===== config.mk =====
export PLATFORM = sky130hd
export DESIGN_NAME = countdown_clock_display_flat
export DESIGN_NICKNAME = d
export VERILOG_FILES = /design/src/design/ccd_pkg.sv /design/src/design/ccd_if.sv /design/src/design/ccd_front.sv /design/src/design/ccd_fifo.sv /design/src/design/ccd_back.sv /design/src/design/countdown_clock_display.sv /design/src/flat_wrapper.sv
export SDC_FILE = /design/constraint.sdc
export NUM_CORES = 2
export LEC_CHECK = 0
export BUFFER_PORTS_ARGS = -buffer_cell sky130_fd_sc_hd__buf_2
export CORE_MARGIN = 2
export CORE_UTILIZATION = 35
export CTS_BUF_LIST = sky130_fd_sc_hd__clkbuf_8 sky130_fd_sc_hd__clkbuf_16
export CTS_CLUSTER_DIAMETER = 60
export DETAILED_ROUTE_END_ITERATION = 16
export HOLD_SLACK_MARGIN = 0.03
export RECOVER_POWER = 50
export SETUP_SLACK_MARGIN = 0.4
export SLEW_MARGIN = 30
export SYNTH_ARGS = -nofsm -noshare
export SYNTH_HDL_FRONTEND = slang
export SYNTH_HIERARCHICAL = 1
export SYNTH_SLANG_ARGS = --single-unit

===== constraint.sdc =====
create_clock -name clk -period 20.5 [get_ports clk]
set_input_delay 2.05 -clock clk [delete_from_list [all_inputs] [get_ports clk]]
set_output_delay 2.05 -clock clk [all_outputs]
set_load 0.005 [all_outputs]

===== src/design/ccd_pkg.sv =====
// Package for the countdown clock display block: widths, codes, constants
// and the two-digit BCD helper. No dependencies.
package ccd_pkg;

	localparam int TIME_WIDTH_DEF = 23;

	localparam int KIND_W     = 3;
	localparam int SHOW_W     = 23;
	localparam int DIGITS_W   = 16;
	localparam int MODE_W     = 2;
	localparam int SEG_W      = 6;
	localparam int CFG_IDX_W  = 2;
	localparam int CFG_DATA_W = 13;
	localparam int FLASH_W    = 10;
	localparam int SPINSTEP_W = 8;
	localparam int SPINIDX_W  = 3;

	localparam int FLASH_RST = 200;
	localparam int SPIN_RST  = 60;
	localparam int SPIN_LAST = 5;

	localparam int MS_PER_S     = 1000;
	localparam int FINE_STEP    = 10;
	localparam int FINE_ZONE_MS = 60000;
	localparam int SEC_PER_MIN  = 60;

	// Digit conversion works on values below the display clamp.
	localparam int CONV_W        = 23;
	localparam int SHOW_CLAMP_MS = 6000000;
	localparam int QUOT_W        = 13;
	localparam int REM_W         = 10;
	localparam int PAIR_W        = 7;
	localparam int TOP_HI        = 99;
	localparam int TOP_LO        = 59;

	// Reciprocals, exact over the ranges used.
	localparam int RECIP_1000    = 4294968;
	localparam int RECIP_1000_SH = 32;
	localparam int RECIP_60      = 8739;
	localparam int RECIP_60_W    = 14;
	localparam int RECIP_60_SH   = 19;
	localparam int RECIP_10      = 205;
	localparam int RECIP_10_W    = 8;
	localparam int RECIP_10_SH   = 11;

	localparam int QUEUE_DEPTH = 4;

	localparam logic [CFG_IDX_W-1:0] CFG_LIMIT = 2'd0;
	localparam logic [CFG_IDX_W-1:0] CFG_FLASH = 2'd1;
	localparam logic [CFG_IDX_W-1:0] CFG_SPIN  = 2'd2;

	typedef enum logic [KIND_W-1:0] {
		KIND_TICK  = 3'd0,
		KIND_START = 3'd1,
		KIND_STOP  = 3'd2,
		KIND_RESET = 3'd3,
		KIND_SPIN  = 3'd4,
		KIND_FLASH = 3'd5,
		KIND_SHOW  = 3'd6
	} ccd_kind_t;

	typedef enum logic [MODE_W-1:0] {
		MODE_DIGITS = 2'd0,
		MODE_BLANK  = 2'd1,
		MODE_SPIN   = 2'd2
	} ccd_mode_t;

	typedef struct packed {
		ccd_mode_t          show_mode;
		logic [SEG_W-1:0]   spin_segments;
		logic               beep;
		logic               expired;
		logic               running;
	} ccd_flags_t;

	// Double dabble for a value below 100.
	function automatic logic [7:0] bcd2(input logic [PAIR_W-1:0] bin);
		logic [14:0] sh;
		sh = {8'd0, bin};
		for (int i = 0; i < PAIR_W; i++) begin
			if (sh[10:7] >= 4'd5) sh[10:7] = sh[10:7] + 4'd3;
			if (sh[14:11] >= 4'd5) sh[14:11] = sh[14:11] + 4'd3;
			sh = sh << 1;
		end
		return sh[14:7];
	endfunction

endpackage


===== src/design/ccd_if.sv =====
// Valid/ready channel interfaces of the countdown clock display: item,
// result and configuration write. Depends on ccd_pkg.
interface ccd_in_if;
	logic                         valid;
	logic                         ready;
	logic [ccd_pkg::KIND_W-1:0]   kind;
	logic [ccd_pkg::SHOW_W-1:0]   show_time_ms;
	modport source (output valid, kind, show_time_ms, input ready);
	modport sink   (input valid, kind, show_time_ms, output ready);
endinterface

interface ccd_out_if;
	logic                          valid;
	logic                          ready;
	logic [ccd_pkg::DIGITS_W-1:0]  digits_bcd;
	logic [ccd_pkg::MODE_W-1:0]    show_mode;
	logic [ccd_pkg::SEG_W-1:0]     spin_segments;
	logic                          beep;
	logic                          expired;
	logic                          running;
	modport source (output valid, digits_bcd, show_mode, spin_segments, beep, expired,
		running, input ready);
	modport sink   (input valid, digits_bcd, show_mode, spin_segments, beep, expired,
		running, output ready);
endinterface

interface ccd_cfg_if;
	logic                            valid;
	logic                            ready;
	logic [ccd_pkg::CFG_IDX_W-1:0]   index;
	logic [ccd_pkg::CFG_DATA_W-1:0]  data;
	modport source (output valid, index, data, input ready);
	modport sink   (input valid, index, data, output ready);
endinterface


===== src/design/ccd_front.sv =====
// Front end: takes items and config writes, updates the timer, flash and
// spin state and pushes the shown time plus flags to the queue.
// Depends on ccd_pkg and ccd_if.
module ccd_front #(
	parameter int TIME_WIDTH = ccd_pkg::TIME_WIDTH_DEF
) (
	input  logic                    clk,
	input  logic                    arst_n,
	ccd_in_if.sink                  item,
	ccd_cfg_if.sink                 cfg,
	output logic                    q_valid,
	input  logic                    q_ready,
	output logic [TIME_WIDTH-1:0]   q_time,
	output ccd_pkg::ccd_flags_t     q_flags
);

	localparam int TW  = TIME_WIDTH;
	localparam int TW1 = TIME_WIDTH + 1;
	localparam int CW  = ccd_pkg::CONV_W;
	localparam int EW  = (TW > CW) ? TW : CW;
	localparam int FW  = ccd_pkg::FLASH_W;
	localparam int SSW = ccd_pkg::SPINSTEP_W;
	localparam int SIW = ccd_pkg::SPINIDX_W;
	localparam int SGW = ccd_pkg::SEG_W;
	localparam logic [TW-1:0] TMAX = {TW{1'b1}};

	logic [TW-1:0]  lim_q;
	logic [FW-1:0]  fhp_q;
	logic [SSW-1:0] ssm_q;

	logic           run_q, flash_q, spin_q, phase_q, blank_q;
	logic [TW-1:0]  elapsed_q, nupd_q, nbeep_q, shown_q;
	logic [SIW-1:0] spin_idx_q;
	logic [SSW-1:0] spin_wait_q;
	logic [FW-1:0]  flash_wait_q;

	logic           nx_run, nx_flash, nx_spin, nx_phase, nx_blank;
	logic [TW-1:0]  nx_elapsed, nx_nupd, nx_nbeep, nx_shown;
	logic [SIW-1:0] nx_idx;
	logic [SSW-1:0] nx_swait;
	logic [FW-1:0]  nx_fwait;
	logic           nx_beep, nx_expired;

	logic           acc;
	logic [CW-1:0]  lim_prod;
	logic [EW-1:0]  lim_ext, show_ext;
	logic [TW-1:0]  lim_sat, show_sat;
	logic [TW-1:0]  e_inc, lim_left;
	logic           fine_zone;
	logic [TW:0]    upd_step, nu_sum, nb_sum;
	logic [TW-1:0]  nu_next, nb_next;
	logic [SGW-1:0] seg;

	assign cfg.ready  = 1'b1;
	assign item.ready = q_ready;
	assign acc        = item.valid && q_ready;

	assign lim_prod = CW'(cfg.data) * CW'(ccd_pkg::MS_PER_S);
	assign lim_ext  = EW'(lim_prod);
	assign lim_sat  = (lim_ext > EW'(TMAX)) ? TMAX : TW'(lim_ext);
	assign show_ext = EW'(item.show_time_ms);
	assign show_sat = (show_ext > EW'(TMAX)) ? TMAX : TW'(show_ext);

	assign e_inc     = (elapsed_q == TMAX) ? elapsed_q : elapsed_q + TW'(1);
	assign lim_left  = lim_q - e_inc;
	assign fine_zone = lim_left <= TW'(ccd_pkg::FINE_ZONE_MS);
	assign upd_step  = fine_zone ? TW1'(ccd_pkg::FINE_STEP) : TW1'(ccd_pkg::MS_PER_S);
	assign nu_sum    = {1'b0, nupd_q} + upd_step;
	assign nb_sum    = {1'b0, nbeep_q} + TW1'(ccd_pkg::MS_PER_S);
	assign nu_next   = nu_sum[TW] ? TMAX : nu_sum[TW-1:0];
	assign nb_next   = nb_sum[TW] ? TMAX : nb_sum[TW-1:0];

	always_comb begin
		nx_run     = run_q;
		nx_flash   = flash_q;
		nx_spin    = spin_q;
		nx_phase   = phase_q;
		nx_blank   = blank_q;
		nx_elapsed = elapsed_q;
		nx_nupd    = nupd_q;
		nx_nbeep   = nbeep_q;
		nx_shown   = shown_q;
		nx_idx     = spin_idx_q;
		nx_swait   = spin_wait_q;
		nx_fwait   = flash_wait_q;
		nx_beep    = 1'b0;
		nx_expired = 1'b0;
		case (ccd_pkg::ccd_kind_t'(item.kind))
			ccd_pkg::KIND_TICK: begin
				if (run_q) begin
					nx_elapsed = e_inc;
					if (e_inc >= lim_q) begin
						nx_shown   = '0;
						nx_spin    = 1'b0;
						nx_blank   = 1'b0;
						nx_run     = 1'b0;
						nx_expired = 1'b1;
					end else begin
						// elapsed never runs more than one past the schedule
						if (e_inc >= nupd_q) begin
							nx_shown = lim_q - nupd_q;
							nx_spin  = 1'b0;
							nx_blank = 1'b0;
							nx_nupd  = nu_next;
						end
						if (e_inc >= nbeep_q) begin
							nx_beep  = 1'b1;
							nx_nbeep = nb_next;
						end
					end
				end
				if (flash_q) begin
					if (flash_wait_q <= FW'(1)) begin
						nx_phase = !phase_q;
						if (!phase_q) begin
							nx_spin  = 1'b0;
							nx_blank = 1'b0;
						end else begin
							nx_blank = 1'b1;
						end
						nx_fwait = fhp_q;
					end else begin
						nx_fwait = flash_wait_q - FW'(1);
					end
				end
				if (nx_spin) begin
					if (spin_wait_q <= SSW'(1)) begin
						nx_idx   = (spin_idx_q >= SIW'(ccd_pkg::SPIN_LAST)) ? '0
							: spin_idx_q + SIW'(1);
						nx_swait = ssm_q;
					end else begin
						nx_swait = spin_wait_q - SSW'(1);
					end
				end
			end
			ccd_pkg::KIND_START: begin
				nx_elapsed = '0;
				nx_nupd    = '0;
				nx_nbeep   = '0;
				nx_run     = 1'b1;
				nx_flash   = 1'b0;
			end
			ccd_pkg::KIND_STOP: begin
				nx_run = 1'b0;
			end
			ccd_pkg::KIND_RESET: begin
				nx_run   = 1'b0;
				nx_flash = 1'b0;
				nx_spin  = 1'b0;
				nx_blank = 1'b0;
				nx_shown = lim_q;
			end
			ccd_pkg::KIND_SPIN: begin
				nx_spin  = 1'b1;
				nx_flash = 1'b0;
				nx_idx   = '0;
				nx_swait = ssm_q;
			end
			ccd_pkg::KIND_FLASH: begin
				nx_flash = 1'b1;
				nx_phase = !phase_q;
				if (!phase_q) begin
					nx_spin  = 1'b0;
					nx_blank = 1'b0;
				end else begin
					nx_blank = 1'b1;
				end
				nx_fwait = fhp_q;
			end
			ccd_pkg::KIND_SHOW: begin
				nx_spin  = 1'b0;
				nx_blank = 1'b0;
				nx_shown = show_sat;
			end
			default: begin
			end
		endcase
	end

	always_comb begin
		seg = '0;
		if (nx_spin) begin
			seg = (nx_idx > SIW'(ccd_pkg::SPIN_LAST)) ? SGW'(1) : SGW'(SGW'(1) << nx_idx);
		end
	end

	always_comb begin
		q_valid               = item.valid;
		q_time                = nx_shown;
		q_flags.show_mode     = nx_spin ? ccd_pkg::MODE_SPIN
			: (nx_blank ? ccd_pkg::MODE_BLANK : ccd_pkg::MODE_DIGITS);
		q_flags.spin_segments = seg;
		q_flags.beep          = nx_beep;
		q_flags.expired       = nx_expired;
		q_flags.running       = nx_run;
	end

	always_ff @(posedge clk or negedge arst_n) begin
		if (!arst_n) begin
			lim_q <= '0;
			fhp_q <= FW'(ccd_pkg::FLASH_RST);
			ssm_q <= SSW'(ccd_pkg::SPIN_RST);
		end else if (cfg.valid) begin
			case (cfg.index)
				ccd_pkg::CFG_LIMIT: lim_q <= lim_sat;
				ccd_pkg::CFG_FLASH: fhp_q <= cfg.data[FW-1:0];
				ccd_pkg::CFG_SPIN:  ssm_q <= cfg.data[SSW-1:0];
				default: begin
				end
			endcase
		end
	end

	always_ff @(posedge clk or negedge arst_n) begin
		if (!arst_n) begin
			run_q        <= 1'b0;
			flash_q      <= 1'b0;
			spin_q       <= 1'b0;
			phase_q      <= 1'b0;
			blank_q      <= 1'b0;
			elapsed_q    <= '0;
			nupd_q       <= '0;
			nbeep_q      <= '0;
			shown_q      <= '0;
			spin_idx_q   <= '0;
			spin_wait_q  <= '0;
			flash_wait_q <= '0;
		end else if (acc) begin
			run_q        <= nx_run;
			flash_q      <= nx_flash;
			spin_q       <= nx_spin;
			phase_q      <= nx_phase;
			blank_q      <= nx_blank;
			elapsed_q    <= nx_elapsed;
			nupd_q       <= nx_nupd;
			nbeep_q      <= nx_nbeep;
			shown_q      <= nx_shown;
			spin_idx_q   <= nx_idx;
			spin_wait_q  <= nx_swait;
			flash_wait_q <= nx_fwait;
		end
	end

	a_expire_stops: assert property (@(posedge clk) disable iff (!arst_n)
		(acc && nx_expired) |=> !run_q)
		else $error("timer still running after expiry");

	a_update_ahead: assert property (@(posedge clk) disable iff (!arst_n)
		run_q |-> (elapsed_q <= nupd_q))
		else $error("display update schedule fell behind elapsed time");

	a_beep_ahead: assert property (@(posedge clk) disable iff (!arst_n)
		run_q |-> (elapsed_q <= nbeep_q))
		else $error("beep schedule fell behind elapsed time");

	a_spin_range: assert property (@(posedge clk) disable iff (!arst_n)
		spin_idx_q <= SIW'(ccd_pkg::SPIN_LAST))
		else $error("spin segment index out of range");

endmodule


===== src/design/ccd_fifo.sv =====
// Short queue between the front end and the digit pipeline.
// Register array with wrap-around pointers. Depends on ccd_pkg.
module ccd_fifo #(
	parameter int WIDTH = ccd_pkg::TIME_WIDTH_DEF + $bits(ccd_pkg::ccd_flags_t),
	parameter int DEPTH = ccd_pkg::QUEUE_DEPTH
) (
	input  logic              clk,
	input  logic              arst_n,
	input  logic              push_valid,
	output logic              push_ready,
	input  logic [WIDTH-1:0]  push_data,
	output logic              pop_valid,
	input  logic              pop_ready,
	output logic [WIDTH-1:0]  pop_data
);

	localparam int AW = (DEPTH > 1) ? $clog2(DEPTH) : 1;
	localparam int CW = $clog2(DEPTH + 1);

	logic [WIDTH-1:0] mem_q [DEPTH];
	logic [AW-1:0]    wp_q, rp_q;
	logic [CW-1:0]    cnt_q;
	logic             push, pop;

	assign push_ready = cnt_q != CW'(DEPTH);
	assign pop_valid  = cnt_q != '0;
	assign pop_data   = mem_q[rp_q];
	assign push       = push_valid && push_ready;
	assign pop        = pop_valid && pop_ready;

	always_ff @(posedge clk) begin
		if (push) begin
			mem_q[wp_q] <= push_data;
		end
	end

	always_ff @(posedge clk or negedge arst_n) begin
		if (!arst_n) begin
			wp_q  <= '0;
			rp_q  <= '0;
			cnt_q <= '0;
		end else begin
			if (push) begin
				wp_q <= (wp_q == AW'(DEPTH - 1)) ? '0 : wp_q + AW'(1);
			end
			if (pop) begin
				rp_q <= (rp_q == AW'(DEPTH - 1)) ? '0 : rp_q + AW'(1);
			end
			case ({push, pop})
				2'b10:   cnt_q <= cnt_q + CW'(1);
				2'b01:   cnt_q <= cnt_q - CW'(1);
				default: cnt_q <= cnt_q;
			endcase
		end
	end

endmodule


===== src/design/ccd_back.sv =====
// Back end: converts the shown time to MM:SS or SS:hundredths BCD digits in
// a four-stage pipeline ending in the output register. Depends on ccd_pkg, ccd_if.
module ccd_back #(
	parameter int TIME_WIDTH = ccd_pkg::TIME_WIDTH_DEF
) (
	input  logic                   clk,
	input  logic                   arst_n,
	input  logic                   in_valid,
	output logic                   in_ready,
	input  logic [TIME_WIDTH-1:0]  in_time,
	input  ccd_pkg::ccd_flags_t    in_flags,
	ccd_out_if.source              result
);

	localparam int TW  = TIME_WIDTH;
	localparam int CW  = ccd_pkg::CONV_W;
	localparam int EW  = (TW > CW) ? TW : CW;
	localparam int PW  = CW + CW;
	localparam int QW  = ccd_pkg::QUOT_W;
	localparam int RW  = ccd_pkg::REM_W;
	localparam int HW  = ccd_pkg::PAIR_W;
	localparam int MW  = ccd_pkg::QUOT_W + ccd_pkg::RECIP_60_W;
	localparam int DW  = ccd_pkg::REM_W + ccd_pkg::RECIP_10_W;

	logic          en;
	logic [EW-1:0] in_ext;
	logic          ovf_in;
	logic [CW-1:0] t_in;

	logic                v_s1, v_s2, v_s3, v_s4;
	ccd_pkg::ccd_flags_t f_s1, f_s2, f_s3, f_s4;
	logic                ovf_s1, ovf_s2;
	logic [CW-1:0]       t_s1;
	logic [PW-1:0]       p_s1;
	logic [QW-1:0]       q_s2;
	logic [RW-1:0]       r_s2;
	logic [MW-1:0]       mp_s2;
	logic [HW-1:0]       hi_s3, lo_s3;
	logic [ccd_pkg::DIGITS_W-1:0] digits_s4;

	logic [QW-1:0] q;
	logic [CW-1:0] q_ms;
	logic [HW-1:0] mins, secs, cents, hi, lo;
	logic [DW-1:0] rd;

	assign en       = !v_s4 || result.ready;
	assign in_ready = en;

	// Anything from 100 minutes up shows as 99:59.
	assign in_ext = EW'(in_time);
	assign ovf_in = in_ext >= EW'(ccd_pkg::SHOW_CLAMP_MS);
	assign t_in   = ovf_in ? '0 : in_ext[CW-1:0];

	assign q    = p_s1[ccd_pkg::RECIP_1000_SH +: QW];
	assign q_ms = CW'(q) * CW'(ccd_pkg::MS_PER_S);

	assign mins  = mp_s2[ccd_pkg::RECIP_60_SH +: HW];
	assign secs  = HW'(q_s2 - QW'(mins) * QW'(ccd_pkg::SEC_PER_MIN));
	assign rd    = DW'(r_s2) * DW'(ccd_pkg::RECIP_10);
	assign cents = rd[ccd_pkg::RECIP_10_SH +: HW];

	always_comb begin
		if (ovf_s2) begin
			hi = HW'(ccd_pkg::TOP_HI);
			lo = HW'(ccd_pkg::TOP_LO);
		end else if (q_s2 >= QW'(ccd_pkg::SEC_PER_MIN)) begin
			hi = mins;
			lo = secs;
		end else begin
			hi = q_s2[HW-1:0];
			lo = cents;
		end
	end

	always_ff @(posedge clk or negedge arst_n) begin
		if (!arst_n) begin
			v_s1 <= 1'b0;
			v_s2 <= 1'b0;
			v_s3 <= 1'b0;
			v_s4 <= 1'b0;
		end else if (en) begin
			v_s1 <= in_valid;
			v_s2 <= v_s1;
			v_s3 <= v_s2;
			v_s4 <= v_s3;
		end
	end

	always_ff @(posedge clk) begin
		if (en) begin
			f_s1      <= in_flags;
			ovf_s1    <= ovf_in;
			t_s1      <= t_in;
			p_s1      <= PW'(t_in) * PW'(ccd_pkg::RECIP_1000);
			f_s2      <= f_s1;
			ovf_s2    <= ovf_s1;
			q_s2      <= q;
			r_s2      <= RW'(t_s1 - q_ms);
			mp_s2     <= MW'(q) * MW'(ccd_pkg::RECIP_60);
			f_s3      <= f_s2;
			hi_s3     <= hi;
			lo_s3     <= lo;
			f_s4      <= f_s3;
			digits_s4 <= {ccd_pkg::bcd2(hi_s3), ccd_pkg::bcd2(lo_s3)};
		end
	end

	assign result.valid         = v_s4;
	assign result.digits_bcd    = digits_s4;
	assign result.show_mode     = f_s4.show_mode;
	assign result.spin_segments = f_s4.spin_segments;
	assign result.beep          = f_s4.beep;
	assign result.expired       = f_s4.expired;
	assign result.running       = f_s4.running;

endmodule


===== src/design/countdown_clock_display.sv =====
// Top level of the countdown clock display: front end, queue and digit
// pipeline. Depends on ccd_pkg, ccd_if, ccd_front, ccd_fifo, ccd_back.
//
// Usage
//   item:   valid/ready channel; kind is a 1 ms tick or a command, show_time_ms
//           is read by the show-time command only. Every item gives one result.
//   result: valid/ready channel with the four BCD digits, display mode, spin
//           segment and the beep, expired and running flags after that item.
//   cfg:    write channel, always ready; index 0 time limit in seconds,
//           1 flash half period, 2 spin step. Write only while the block is idle.
//   Throughput is one item per cycle while the queue has room: the front end
//   updates all timer state as each item is accepted.
//   An accepted item passes through a queue entry and then the four stages of
//   the digit conversion pipeline before its result is valid.
//   On reset all state is cleared, limit 0, flash half period 200, spin step
//   60, the queue and pipeline are empty.
//   While result is stalled the pipeline holds, the 4-entry queue fills and
//   then item.ready drops; nothing is lost or repeated.
module countdown_clock_display #(
	parameter int TIME_WIDTH = ccd_pkg::TIME_WIDTH_DEF
) (
	input  logic        clk,
	input  logic        arst_n,
	ccd_in_if.sink      item,
	ccd_cfg_if.sink     cfg,
	ccd_out_if.source   result
);

	localparam int FLW = $bits(ccd_pkg::ccd_flags_t);
	localparam int QW  = TIME_WIDTH + FLW;

	logic                  fr_valid, fr_ready;
	logic [TIME_WIDTH-1:0] fr_time;
	ccd_pkg::ccd_flags_t   fr_flags;

	logic                  bk_valid, bk_ready;
	logic [QW-1:0]         bk_data;
	logic [TIME_WIDTH-1:0] bk_time;
	ccd_pkg::ccd_flags_t   bk_flags;

	ccd_front #(
		.TIME_WIDTH (TIME_WIDTH)
	) u_front (
		.clk     (clk),
		.arst_n  (arst_n),
		.item    (item),
		.cfg     (cfg),
		.q_valid (fr_valid),
		.q_ready (fr_ready),
		.q_time  (fr_time),
		.q_flags (fr_flags)
	);

	ccd_fifo #(
		.WIDTH (QW),
		.DEPTH (ccd_pkg::QUEUE_DEPTH)
	) u_fifo (
		.clk        (clk),
		.arst_n     (arst_n),
		.push_valid (fr_valid),
		.push_ready (fr_ready),
		.push_data  ({fr_time, fr_flags}),
		.pop_valid  (bk_valid),
		.pop_ready  (bk_ready),
		.pop_data   (bk_data)
	);

	assign bk_time  = bk_data[QW-1 -: TIME_WIDTH];
	assign bk_flags = ccd_pkg::ccd_flags_t'(bk_data[FLW-1:0]);

	ccd_back #(
		.TIME_WIDTH (TIME_WIDTH)
	) u_back (
		.clk      (clk),
		.arst_n   (arst_n),
		.in_valid (bk_valid),
		.in_ready (bk_ready),
		.in_time  (bk_time),
		.in_flags (bk_flags),
		.result   (result)
	);

endmodule


===== src/flat_wrapper.sv =====
// flat-port wrapper written by rule: the top's interface ports become plain ports
module countdown_clock_display_flat 
#(
	parameter int TIME_WIDTH = ccd_pkg::TIME_WIDTH_DEF
)
  (clk, arst_n, item_valid, item_kind, item_show_time_ms, item_ready, cfg_valid, cfg_index, cfg_data, cfg_ready, result_valid, result_digits_bcd, result_show_mode, result_spin_segments, result_beep, result_expired, result_running, result_ready);
  ccd_in_if item_i ();
  ccd_cfg_if cfg_i ();
  ccd_out_if result_i ();
  input  logic clk;
  input  logic arst_n;
  input wire logic [$bits(item_i.valid)-1:0] item_valid;
  input wire logic [$bits(item_i.kind)-1:0] item_kind;
  input wire logic [$bits(item_i.show_time_ms)-1:0] item_show_time_ms;
  output wire logic [$bits(item_i.ready)-1:0] item_ready;
  input wire logic [$bits(cfg_i.valid)-1:0] cfg_valid;
  input wire logic [$bits(cfg_i.index)-1:0] cfg_index;
  input wire logic [$bits(cfg_i.data)-1:0] cfg_data;
  output wire logic [$bits(cfg_i.ready)-1:0] cfg_ready;
  output wire logic [$bits(result_i.valid)-1:0] result_valid;
  output wire logic [$bits(result_i.digits_bcd)-1:0] result_digits_bcd;
  output wire logic [$bits(result_i.show_mode)-1:0] result_show_mode;
  output wire logic [$bits(result_i.spin_segments)-1:0] result_spin_segments;
  output wire logic [$bits(result_i.beep)-1:0] result_beep;
  output wire logic [$bits(result_i.expired)-1:0] result_expired;
  output wire logic [$bits(result_i.running)-1:0] result_running;
  input wire logic [$bits(result_i.ready)-1:0] result_ready;
  assign item_i.valid = item_valid;
  assign item_i.kind = item_kind;
  assign item_i.show_time_ms = item_show_time_ms;
  assign item_ready = item_i.ready;
  assign cfg_i.valid = cfg_valid;
  assign cfg_i.index = cfg_index;
  assign cfg_i.data = cfg_data;
  assign cfg_ready = cfg_i.ready;
  assign result_valid = result_i.valid;
  assign result_digits_bcd = result_i.digits_bcd;
  assign result_show_mode = result_i.show_mode;
  assign result_spin_segments = result_i.spin_segments;
  assign result_beep = result_i.beep;
  assign result_expired = result_i.expired;
  assign result_running = result_i.running;
  assign result_i.ready = result_ready;
  countdown_clock_display #(.TIME_WIDTH(TIME_WIDTH)) u_core (.clk(clk), .arst_n(arst_n), .item(item_i), .cfg(cfg_i), .result(result_i));
endmodule

==> out/qor.yml <==
grt:
  grt_pass1_wl_um: 135000
  track_usage_pct: 16.2
  grt_max_degree: 60
  grt_pass1_vias: 24800
  antenna_found_initial: 6
  grt.overflow.total: 0
detailed_routing:
  num_vias: 24400
  routedWlPerCell_um: 17.5
  wirelength_um: 82400
  viasPerCell: 5.20
  drt_first_pass_iters: 7
  drt_iter0_markers: 1769
  drc: 0
  drtAntennaViolNets: 0
logic_synthesis:
  ys_warn_count: 6
  async_reset_ff_share_pct: 38.4
  synth_compound_area_share_pct: 13.6
  synth_edf_count: 265
  synth.avg_cell_area_um2: 10.6
  synthSimpleGateAreaFrac_pct: 9.49
  yosys.area_share.xor_xnor_pct: 3.77
  synthCells: 3313
  yosysSeqAreaShare_pct: 34.4
  syn_area_um2: 35200
  muxShareOfSynthArea_pct: 4.00
  synth_ff_type: "edfxtp_1"
  yosys_register_bits: 430
  synth.distinct_cells: 114
  synth_fa_ha_area_share_pct: 28.5
  synth_top_family_by_area: "adder cells"
  syn-num-nets: 4036
final_layout:
  n_fill_cell: 9803
  final_cell_mix: "487 x ha_1, 461 x inv_1, 265 x edfxtp_1"
  diodes: 0
  area_delta_synth_final_pct: 9.65
  layout_commonest_cell: "ha_1"
  final_nets: 4086
  drive_gt1_share_pct: 8.58
worst_setup_path:
  cp_data_required_time_ns: 20.84
  crit_type: "flop to flop"
  max_stage_delay_ns: 1.25
  critPathCaptureType: "flop"
  reg2reg_from: "u_core/u_fifo/rp_q[0]"
  cp-startpoint: "u_core/u_fifo/rp_q[0]"
  arrival_ns: 10.00
  critPathBufInv: 6
  critPathLaunchType: "flop"
  r2r_slack_ns: 10.84
  cp_max_fo: 25
  cp_top_family: "adder cells"
  slowest_stage: "clkbuf_1"
sta:
  finalMaxSlewViolations: 330
  period_minus_slack_ns: 9.66
  period_share_pct: 47.1
  hold_violations: 0
  finalSetupViolCount: 0
  max-slew-margin-rel_pct: -118
  fin_setup_tns_ns: 0
  fmax_mhz: 104
  skew_ns: 0.0260
  worst_pin_slew_ns: 3.27
  rsz0062_at_grt: "no"
die:
  die_w_um: 321
  start_util_pct: 35.2
  fp-row-count: 116
  io-pin-count: 76
  die_area_um2: 103000
  core-area_um2: 99900
  fp.dieH_um: 321
place:
  portBuffers: 74
  gp_congestion: 0.954
  dp_hpwl_um: 64600
clock_network:
  insertion_delay_ns: 0.62
  ctsHoldBuffers: 0
  cts_root_buf: "clkbuf_16"
  numCtsBuffers: 50
  clockBufferDepth: 3
  clock_sinks: 430
  postCtsSetupBuffers: 0
  cts_tree: "done"
  post_cts_resized: 0
  cts_htree_levels: 2
  clk_transition_reported_paths_ns: 0.06
status:
  violations: "capacitance limit, slew limit"
  outcome: "complete, but fails checks"
worst_hold_path:
  min-delay-start: "u_core/u_back/f_s2[9]"
  min_path_type: "flop to flop"
run:
  cap_violations: 8
## path summary, 6_finish.rpt
kind | to | depth (start not counted)
setup / recovery | u_core/u_back/p_s1[37] | 26
min in group asynchronous | u_core/u_front/ssm_q[6] | 1
hold / removal | u_core/u_back/f_s3[9] | 0
hold reg to reg | u_core/u_back/f_s3[9] | 0
setup reg to reg | u_core/u_back/p_s1[37] | 26
max in group asynchronous | u_core/u_front/nupd_q[14] | 3
## routing by layer
layer,part of all wire (%),vias up,track usage (%),routed length [um]
met2,49,517,28.3,40200
li1,-,11900,-,-
met1,44,11900,21.0,36100
met4,3.0,4,4.66,2450
met3,4.4,140,2.10,3610
met5,0.036,-,0,30
## logic make-up after synthesis
family | count (synthesis)
other | 1
muxes | 92
and+or+nand+nor | 680
DFF | 430
adders and majority gates | 688
buffers and inverters | 556
AOI/OAI and AO/OA | 721
xor gates and xnor gates | 145
## sequential cells by signal, summed over array words and instances (netlist names), 11 cells and up
name and cells:
u_core/u_fifo/mem_q 136, u_core/u_front/elapsed_q 23, u_core/u_front/nupd_q 23, u_core/u_front/shown_q 23, u_core/u_front/nbeep_q 21, u_core/u_front/lim_q 20
u_core/u_back/result.digits_bcd 16, u_core/u_back/p_s1 13, u_core/u_back/q_s2 13, u_core/u_back/f_s1 11, u_core/u_back/f_s2 11, u_core/u_back/f_s3 11
## cell usage after synthesis, types with 10 or more instances
library cell	count	share of area, %
o21ai_1	13	0.19
o22ai_1	11	0.20
buf_4	15	0.32
o21a_1	16	0.34
inv_1	453	4.8
xor2_1	38	0.95
a21oi_1	197	2.8
or3_1	17	0.30
a211o_1	14	0.35
nor2_1	143	1.5
o21bai_1	18	0.38
o211ai_1	26	0.56
nor3_1	52	0.74
nor2b_1	20	0.36
and2_1	26	0.46
mux4_2	34	2.2
edfxtp_1	265	23
nand2b_1	30	0.53
nand4_1	23	0.41
xnor2_1	103	2.6
a21o_1	48	1.0
a222oi_1	17	0.48
a41oi_1	11	0.27
mux2_2	38	1.2
maj3_1	10	0.28
buf_2	21	0.30
ha_1	487	17
fa_1	190	11
a211oi_1	25	0.53
o2bb2ai_1	17	0.42
mux2i_1	17	0.48
a31oi_1	24	0.43
o21ai_0	158	2.2
and3_1	23	0.41
clkbuf_1	55	0.59
nor4_1	16	0.28
dfrtp_1	158	11
nand3_1	48	0.68
nand2_1	227	2.4
o31ai_1	25	0.53
## cell type report
type / instances / area (um2) / share of cell area (%)
Timing Repair Buffer: 98 / 509 / 1.32
Multi-Input combinational cell: 2327 / 20900 / 54.2
Clock inverter: 40 / 417 / 1.08
Tap cell: 1298 / 1620 / 4.21
Clock buffer: 53 / 1300 / 3.38
Sequential cell: 430 / 12100 / 31.4
Inverter: 456 / 1710 / 4.44
## through the flow
stage	worst slack, ns	hold slack, ns	utilization (%)	instances	instance area [um2]
global route	9.73	0.425	38.6	4702	38500
detailed placement	11.76	0.405	36.9	4609	36900
finish	10.84	0.418	38.6	4702	38500
CTS	11.75	0.419	38.7	4702	38600
global placement	11.81	0.402	36.9	4609	36900
floorplan	12.95	0.400	-	3313	35200
Power is left out: the tool's default activity adds up to more than one toggle a clock period on the data nets, which glitch-free logic cannot reach.
